**src/sv/smeu_pkg.sv**
```systemverilog
// Package for the stack machine execute unit: opcodes, error codes, sizes,
// controller states and the controller-to-datapath command struct.
// No dependencies.
`timescale 1ns / 1ps
package smeu_pkg;

    localparam int StackDepth = 64;
    localparam int MemBytes = 65536;
    localparam int ProgDepth = 65536;
    localparam int SpW = $clog2(StackDepth);
    localparam int DepthW = $clog2(StackDepth + 1);
    localparam int MemAw = $clog2(MemBytes);
    localparam int IpW = $clog2(ProgDepth);
    localparam logic [63:0] ExitSyscall = 64'd60;
    localparam logic [15:0] MemBaseReset = 16'd32768;

    // Opcodes.
    localparam logic [4:0] OP_PUSH = 5'd0;
    localparam logic [4:0] OP_DUP = 5'd1;
    localparam logic [4:0] OP_DROP = 5'd2;
    localparam logic [4:0] OP_SWAP = 5'd3;
    localparam logic [4:0] OP_OVER = 5'd4;
    localparam logic [4:0] OP_PRINT = 5'd5;
    localparam logic [4:0] OP_ADD = 5'd6;
    localparam logic [4:0] OP_SUB = 5'd7;
    localparam logic [4:0] OP_MUL = 5'd8;
    localparam logic [4:0] OP_DIVMOD = 5'd9;
    localparam logic [4:0] OP_EQ = 5'd10;
    localparam logic [4:0] OP_LT = 5'd11;
    localparam logic [4:0] OP_LE = 5'd12;
    localparam logic [4:0] OP_GT = 5'd13;
    localparam logic [4:0] OP_GE = 5'd14;
    localparam logic [4:0] OP_SHR = 5'd15;
    localparam logic [4:0] OP_SHL = 5'd16;
    localparam logic [4:0] OP_OR = 5'd17;
    localparam logic [4:0] OP_AND = 5'd18;
    localparam logic [4:0] OP_IF = 5'd19;
    localparam logic [4:0] OP_ELSE = 5'd20;
    localparam logic [4:0] OP_END = 5'd21;
    localparam logic [4:0] OP_WHILE = 5'd22;
    localparam logic [4:0] OP_DO = 5'd23;
    localparam logic [4:0] OP_MEM = 5'd24;
    localparam logic [4:0] OP_LOAD = 5'd25;
    localparam logic [4:0] OP_STORE = 5'd26;
    localparam logic [4:0] OP_SYSCALL = 5'd27;

    // Error codes.
    localparam logic [2:0] ERR_NONE = 3'd0;
    localparam logic [2:0] ERR_UNDER = 3'd1;
    localparam logic [2:0] ERR_OVER = 3'd2;
    localparam logic [2:0] ERR_DIV0 = 3'd3;
    localparam logic [2:0] ERR_ADDR = 3'd4;
    localparam logic [2:0] ERR_SYS = 3'd5;

    // Controller states.
    localparam logic [2:0] ST_CLEAR = 3'd0;
    localparam logic [2:0] ST_IDLE = 3'd1;
    localparam logic [2:0] ST_FETCH = 3'd2;
    localparam logic [2:0] ST_EXEC = 3'd3;
    localparam logic [2:0] ST_DIV = 3'd4;
    localparam logic [2:0] ST_FIN = 3'd5;
    localparam logic [2:0] ST_OUT = 3'd6;

    // Commands from controller to datapath.
    typedef struct packed {
        logic clear_step;   // write zero to the memory sweep address
        logic load_req;     // capture the request
        logic read_ops;     // read the top two stack entries
        logic exec;         // check and execute the request
        logic div_start;    // start the divider
        logic div_finish;   // push quotient and remainder
    } smeu_cmd_t;

    // Status from datapath to controller.
    typedef struct packed {
        logic clear_done;
        logic div_go;       // exec decided a divide is needed
        logic div_done;
    } smeu_stat_t;

    // Operands required per opcode.
    function automatic logic [1:0] need_f(input logic [4:0] op);
        logic [1:0] n;
        case (op)
            OP_PUSH, OP_ELSE, OP_END, OP_WHILE, OP_MEM: n = 2'd0;
            OP_DUP, OP_DROP, OP_PRINT, OP_IF, OP_DO, OP_LOAD: n = 2'd1;
            OP_SWAP, OP_OVER, OP_ADD, OP_SUB, OP_MUL, OP_DIVMOD, OP_EQ, OP_LT,
            OP_LE, OP_GT, OP_GE, OP_SHR, OP_SHL, OP_OR, OP_AND, OP_STORE,
            OP_SYSCALL: n = 2'd2;
            default: n = 2'd0;
        endcase
        return n;
    endfunction

    // Results pushed per opcode.
    function automatic logic [1:0] give_f(input logic [4:0] op);
        logic [1:0] g;
        case (op)
            OP_DUP, OP_SWAP, OP_DIVMOD: g = 2'd2;
            OP_OVER: g = 2'd3;
            OP_PUSH, OP_ADD, OP_SUB, OP_MUL, OP_EQ, OP_LT, OP_LE, OP_GT, OP_GE,
            OP_SHR, OP_SHL, OP_OR, OP_AND, OP_MEM, OP_LOAD: g = 2'd1;
            default: g = 2'd0;
        endcase
        return g;
    endfunction

endpackage

```
**src/sv/smeu_ctrl.sv**
```systemverilog
// Controller state machine: memory clearing, request sequencing, divide wait
// and result handshake. Depends on smeu_pkg.
`timescale 1ns / 1ps
module smeu_ctrl
    import smeu_pkg::*;
(
    input  logic       aclk,
    input  logic       aresetn,
    input  logic       s_tvalid,
    output logic       s_tready,
    output logic       m_tvalid,
    input  logic       m_tready,
    input  smeu_stat_t stat,
    output smeu_cmd_t  cmd
);

    logic [2:0] state_reg, state_next;

    always_comb begin
        state_next = state_reg;
        cmd = '0;
        s_tready = 1'b0;
        m_tvalid = 1'b0;
        case (state_reg)
            ST_CLEAR: begin
                cmd.clear_step = !stat.clear_done;
                if (stat.clear_done) state_next = ST_IDLE;
            end
            ST_IDLE: begin
                s_tready = 1'b1;
                cmd.load_req = s_tvalid;
                if (s_tvalid) state_next = ST_FETCH;
            end
            ST_FETCH: begin
                cmd.read_ops = 1'b1;
                state_next = ST_EXEC;
            end
            ST_EXEC: begin
                cmd.exec = 1'b1;
                state_next = ST_DIV;
            end
            ST_DIV: begin
                // Also lets a load's data land before the result goes out.
                if (stat.div_go) cmd.div_start = 1'b1;
                else state_next = ST_OUT;
                if (stat.div_go) state_next = ST_FIN;
            end
            ST_FIN: begin
                if (stat.div_done) begin
                    cmd.div_finish = 1'b1;
                    state_next = ST_OUT;
                end
            end
            ST_OUT: begin
                m_tvalid = 1'b1;
                if (m_tready) state_next = ST_IDLE;
            end
            default: state_next = ST_IDLE;
        endcase
    end

    always_ff @(posedge aclk) begin
        if (!aresetn) state_reg <= ST_CLEAR;
        else state_reg <= state_next;
    end

endmodule

```
**config.mk**
```make
export PLATFORM = sky130hd
export DESIGN_NAME = smeu_ctrl
export DESIGN_NICKNAME = d
export VERILOG_FILES = /design/src/sv/smeu_pkg.sv /design/src/sv/smeu_ctrl.sv
export SDC_FILE = /design/constraint.sdc
export NUM_CORES = 1
export LEC_CHECK = 0
export ABC_CLOCK_PERIOD_IN_PS = 3200
export BUFFER_PORTS_ARGS = -buffer_cell sky130_fd_sc_hd__buf_2
export CAP_MARGIN = 25
export CORE_AREA = 8 8 45 47
export CTS_BUF_LIST = sky130_fd_sc_hd__clkbuf_8
export CTS_CLUSTER_SIZE = 40
export DETAILED_ROUTE_END_ITERATION = 6
export DIE_AREA = 0 0 53 55
export GPL_ROUTABILITY_DRIVEN = 0
export SLEW_MARGIN = 5
export SYNTH_ARGS = -nofsm -noshare
export SYNTH_HDL_FRONTEND = slang
export SYNTH_SLANG_ARGS = --single-unit
```
**constraint.sdc**
```tcl
create_clock -name aclk -period 3.2 [get_ports aclk]
set_input_delay 0.64 -clock aclk [delete_from_list [all_inputs] [get_ports aclk]]
set_output_delay 0.64 -clock aclk [all_outputs]
set_load 0.1 [all_outputs]
```
Yosys cells after proc, flatten, opt, wreduce, memory -nomap -nowiden
Cells that the tools add are included.
{"block": "totals", "output_inout_bits": 8, "mem_bits_ro": 0, "inputBits": 7, "reg_bits": 3, "latch_bits": 0, "ram_bits": 0, "wordCells": 30, "n_memories": 0}
{"block": "op_classes", "div_mod_pow": 0, "n_lt_le_gt_ge": 0, "bitwise_logic": 0, "add_sub_neg": 0, "n_reduce_logical": 3, "eq_ne": 10, "n_shift": 0, "mux": 16, "multipliers": 0}
{"cell": "3-bit case mux with 7 select lines", "n": 1}
{"cell": "3-bit two-way mux", "n": 4}
{"cell": "1-bit two-way mux", "n": 10}
{"cell": "3-bit equality test, second input constant", "n": 3}
{"cell": "2-bit != test, second input constant", "n": 4}
{"cell": "3-bit by 2-bit equality test with 1-bit output, second input constant", "n": 2}
{"cell": "4-bit AND reduction", "n": 1}
{"cell": "3-bit by 1-bit equality test with 1-bit output, second input constant", "n": 1}
{"cell": "3-bit logical NOT", "n": 1}
{"cell": "2-bit two-way mux", "n": 1}
{"cell": "1-bit logical NOT", "n": 1}

Logic depth before layout (Yosys ltp)
{"block": "logic_depth", "ltp_word": 3, "mapped_depth": 7}

Worst setup path before layout
OpenSTA, ideal clock, no wires.
{"block": "synth_path", "path_type": "register to output", "startpoint": "reg state_reg[2]", "endpoint": "out m_tvalid", "path_stages_with_launch": 4, "t_arrival_ps": 2725, "path_buffers": 1, "required_ps": 2560, "setup_slack_ps": -165, "cell_sequence": "dfxtp_1 -> buf_4 -> inv_1 -> nor3_1"}
{"block": "synth_via", "elab_chain_cells": 2}
{"element": "from (decl)", "line": "smeu_ctrl.sv:17", "text": "logic [2:0] state_reg, state_next;"}
{"element": "from (signal assigned)", "line": "smeu_ctrl.sv:64", "text": "else state_reg <= state_next;"}
{"element": "3-bit equality test", "line": "smeu_ctrl.sv:24", "text": "case (state_reg)"}
{"element": "1-bit two-way mux", "line": "smeu_ctrl.sv:24"}
{"element": "to (decl)", "line": "smeu_ctrl.sv:11", "text": "output logic m_tvalid,"}
Every way passes these cells.

Worst setup path after layout
Same ends and word-level chain as after synthesis.

==> impl_metrics.tcl <==
set metrics [dict create \
    grt_start_max_net_pins 16 \
    yosysSeqAreaShare_pct 17.6 \
    post-route-drc-count 0 \
    r2r.worst_path.cells 6 \
    combinational_family_with_the_most_area_after_synthesis "simple AND/OR/NAND/NOR gates" \
    grt_first_pass_wirelength_mm 1.39 \
    cts.sink_count 3 \
    grt_use_met2_pct 10.5 \
    setup-violations-final 0 \
    dr_total_vias 365 \
    cts.reportedPaths.clkPinSlew_ps 30 \
    crit_path_max_incr_delay_ps 610 \
    post_synth_inst_count 44 \
    hold_class "in -> reg" \
    worst_slew_pin_slew_ps 479 \
    grt_pass1_vias 335 \
    post_dp_cell_area_um2 409 \
    worst-path-stages 3 \
    synth_top_area_share_pct 17.6 \
    post_synth_mux_area_share_pct 2.94 \
    final_area_um2 454 \
    ys.warnings.count 0 \
    die-height_um 55 \
    effective_utilization_at_floorplan_pct 24.6 \
    final_layout_size_suffix_gt1_share_pct 35.6 \
    max_freq_mhz 430 \
    setup_repair_after_global_routing_missed_its_margin "false" \
    run_status "finished, final reports clean" \
    wirelength_um 899 \
    period_minus_slack_ps 2330 \
    cts_buffers 3 \
    synth_area_leaders "dfxtp_1 (18%), and3_1 (5.5%), nor2_1 (5.5%)" \
    holdPathStages 2 \
    timing.final.crit_share_pct 72.7 \
    cts_hold_repair.buffers 0 \
    floorplan.rows 14 \
    synth-seq-cells 3 \
    synth.most_common_cell "nor2_1" \
    avgRoutedWirePerCell_um 12.0 \
    synth_compound_gate_area_share_pct 20.6 \
    synth-xor-area-share_pct 0 \
    clock_tree.htree_level_count 1 \
    grt_usage_pct 6.28 \
    place_hpwl_um 703 \
    postRouteAntennaNets 0 \
    post_synth_instance_area_um2 340 \
    synth.largest_area_cell "dfxtp_1" \
    io_pins 15 \
    drt-pass1-iter-count 4 \
    clock_tree_from_tritoncts "built" \
    nNetsFinal 68 \
    ctsRootBufferMaster "clkbuf_8" \
    synth_cell_type_count 26 \
    crit_required_ps 2560 \
    slew_viol_final 0 \
    area_share_of_fa_ha_maj_cells_after_synthesis_pct 3.68 \
    post_cts.resized_instances 0 \
    top_flip_flop_cell_by_instance_count_after_synthesis "dfxtp_1" \
    grt.busiest_layer "met2" \
    count_of_flip_flops_with_a_built_in_enable_after_synthesis 0 \
    synthesis.nets 52 \
    critPathBufInv 2 \
    asyncSetResetFlopFracSynth_pct 0 \
    core_area_mm2 0.00138 \
    crit_family "buffers and inverters" \
    cp_slowest_cell "dfxtp_1" \
    globalRoute.totalOverflow 0 \
    slew_headroom_pct 68.0 \
    total_die_area_mm2 0.00292 \
    drv_cap 0 \
    grtUsageMet3_pct 1.34 \
    portBuffers 14 \
    gr-usage-met1_pct 7.12 \
    worstSetupStartpointType "register" \
    worst_case_clock_buffer_depth 2 \
    cts_setup_buffers 0 \
    vias_per_cell 4.87 \
    floorplan.die.width_um 53 \
    critical_path.cell_chain "inv_1 > nor3_2 > buf_2" \
    yosys.area_share.simple_pct 44.1 \
    largest_register_ff_count 3 \
    finalClockSkew_ps 0.841 \
    finalHoldViolCount 0 \
    syn_to_final_growth_pct 33.5 \
    worstSkewPairLatency_ps 220 \
    timing.setup.critical_path_class "reg -> out" \
    drtIter0Drc 5 \
    crit_arrival_ps 1690 \
    crit_fanout 15 \
    diodes 0 \
    cp-end-kind "output pin" \
    layout.filler_cells 156 \
    syn_area_per_cell_um2 7.73 \
    initial_antenna_violation_count 0 \
]
layout make-up:
type | count | area (um^2) | share of cell area (%)
inverter | 3 | 11.3 | 2.48
clock buffer | 3 | 41.3 | 9.09
sequential | 3 | 60.1 | 13.2
multi-input combinational | 35 | 248 | 54.5
clock inverter | 1 | 3.75 | 0.826
timing repair buffer | 14 | 70.1 | 15.4
tap | 16 | 20.0 | 4.41
kinds of logic after synthesis:
logic type	count (synthesis)
simple gates	24
flops	3
buf+inv	6
compound gates	9
mux	1
fa+ha+maj	1
cell usage in the layout (no fill, tap or decap), types with 2 or more instances in the layout:
master / netlist / routed
nand2_1: 2 / 2
nor2_1: 5 / 5
nand2b_1: 2 / 2
buf_2: 0 / 14
and3_1: 3 / 3
inv_1: 3 / 4
dfxtp_1: 3 / 3
clkbuf_8: 0 / 3
nor2b_1: 3 / 3
nor3b_1: 2 / 2
nor3_1: 3 / 2
through the flow:
| step | TNS [ps] | worst slack (ps) | util [%] | cells | hold WS (ps) |
|---|---|---|---|---|---|
| floorplan | -93.0 | -46.5 | - | 44 | 591 |
| global placement | 0 | 1060 | 29.6 | 71 | 846 |
| detailed placement | 0 | 1030 | 29.6 | 71 | 862 |
| CTS | 0 | 883 | 32.8 | 75 | 659 |
| global route | 0 | 753 | 32.8 | 75 | 662 |
| finish | 0 | 874 | 32.8 | 75 | 658 |
per-layer routing:
layer | wire length, um | vias up
met5 | 0 | -
met4 | 14 | 0
met3 | 55 | 2
met2 | 420 | 10
met1 | 409 | 164
li1 | - | 189
worst paths after layout:
check | endpoint | from | slack [ps]
hold / removal | state_reg[1]$_SDFFE_PN0P_ | aresetn | 660
setup / recovery | m_tvalid | state_reg[2]$_SDFFE_PN0P_ | 870
setup reg to reg | state_reg[0]$_SDFFE_PN0P_ | state_reg[1]$_SDFFE_PN0P_ | 1340
hold reg to reg | state_reg[1]$_SDFFE_PN0P_ | state_reg[1]$_SDFFE_PN0P_ | 850
Power is left out: the tool's default activity adds up to more than one toggle a clock period on the data nets, which glitch-free logic cannot reach.
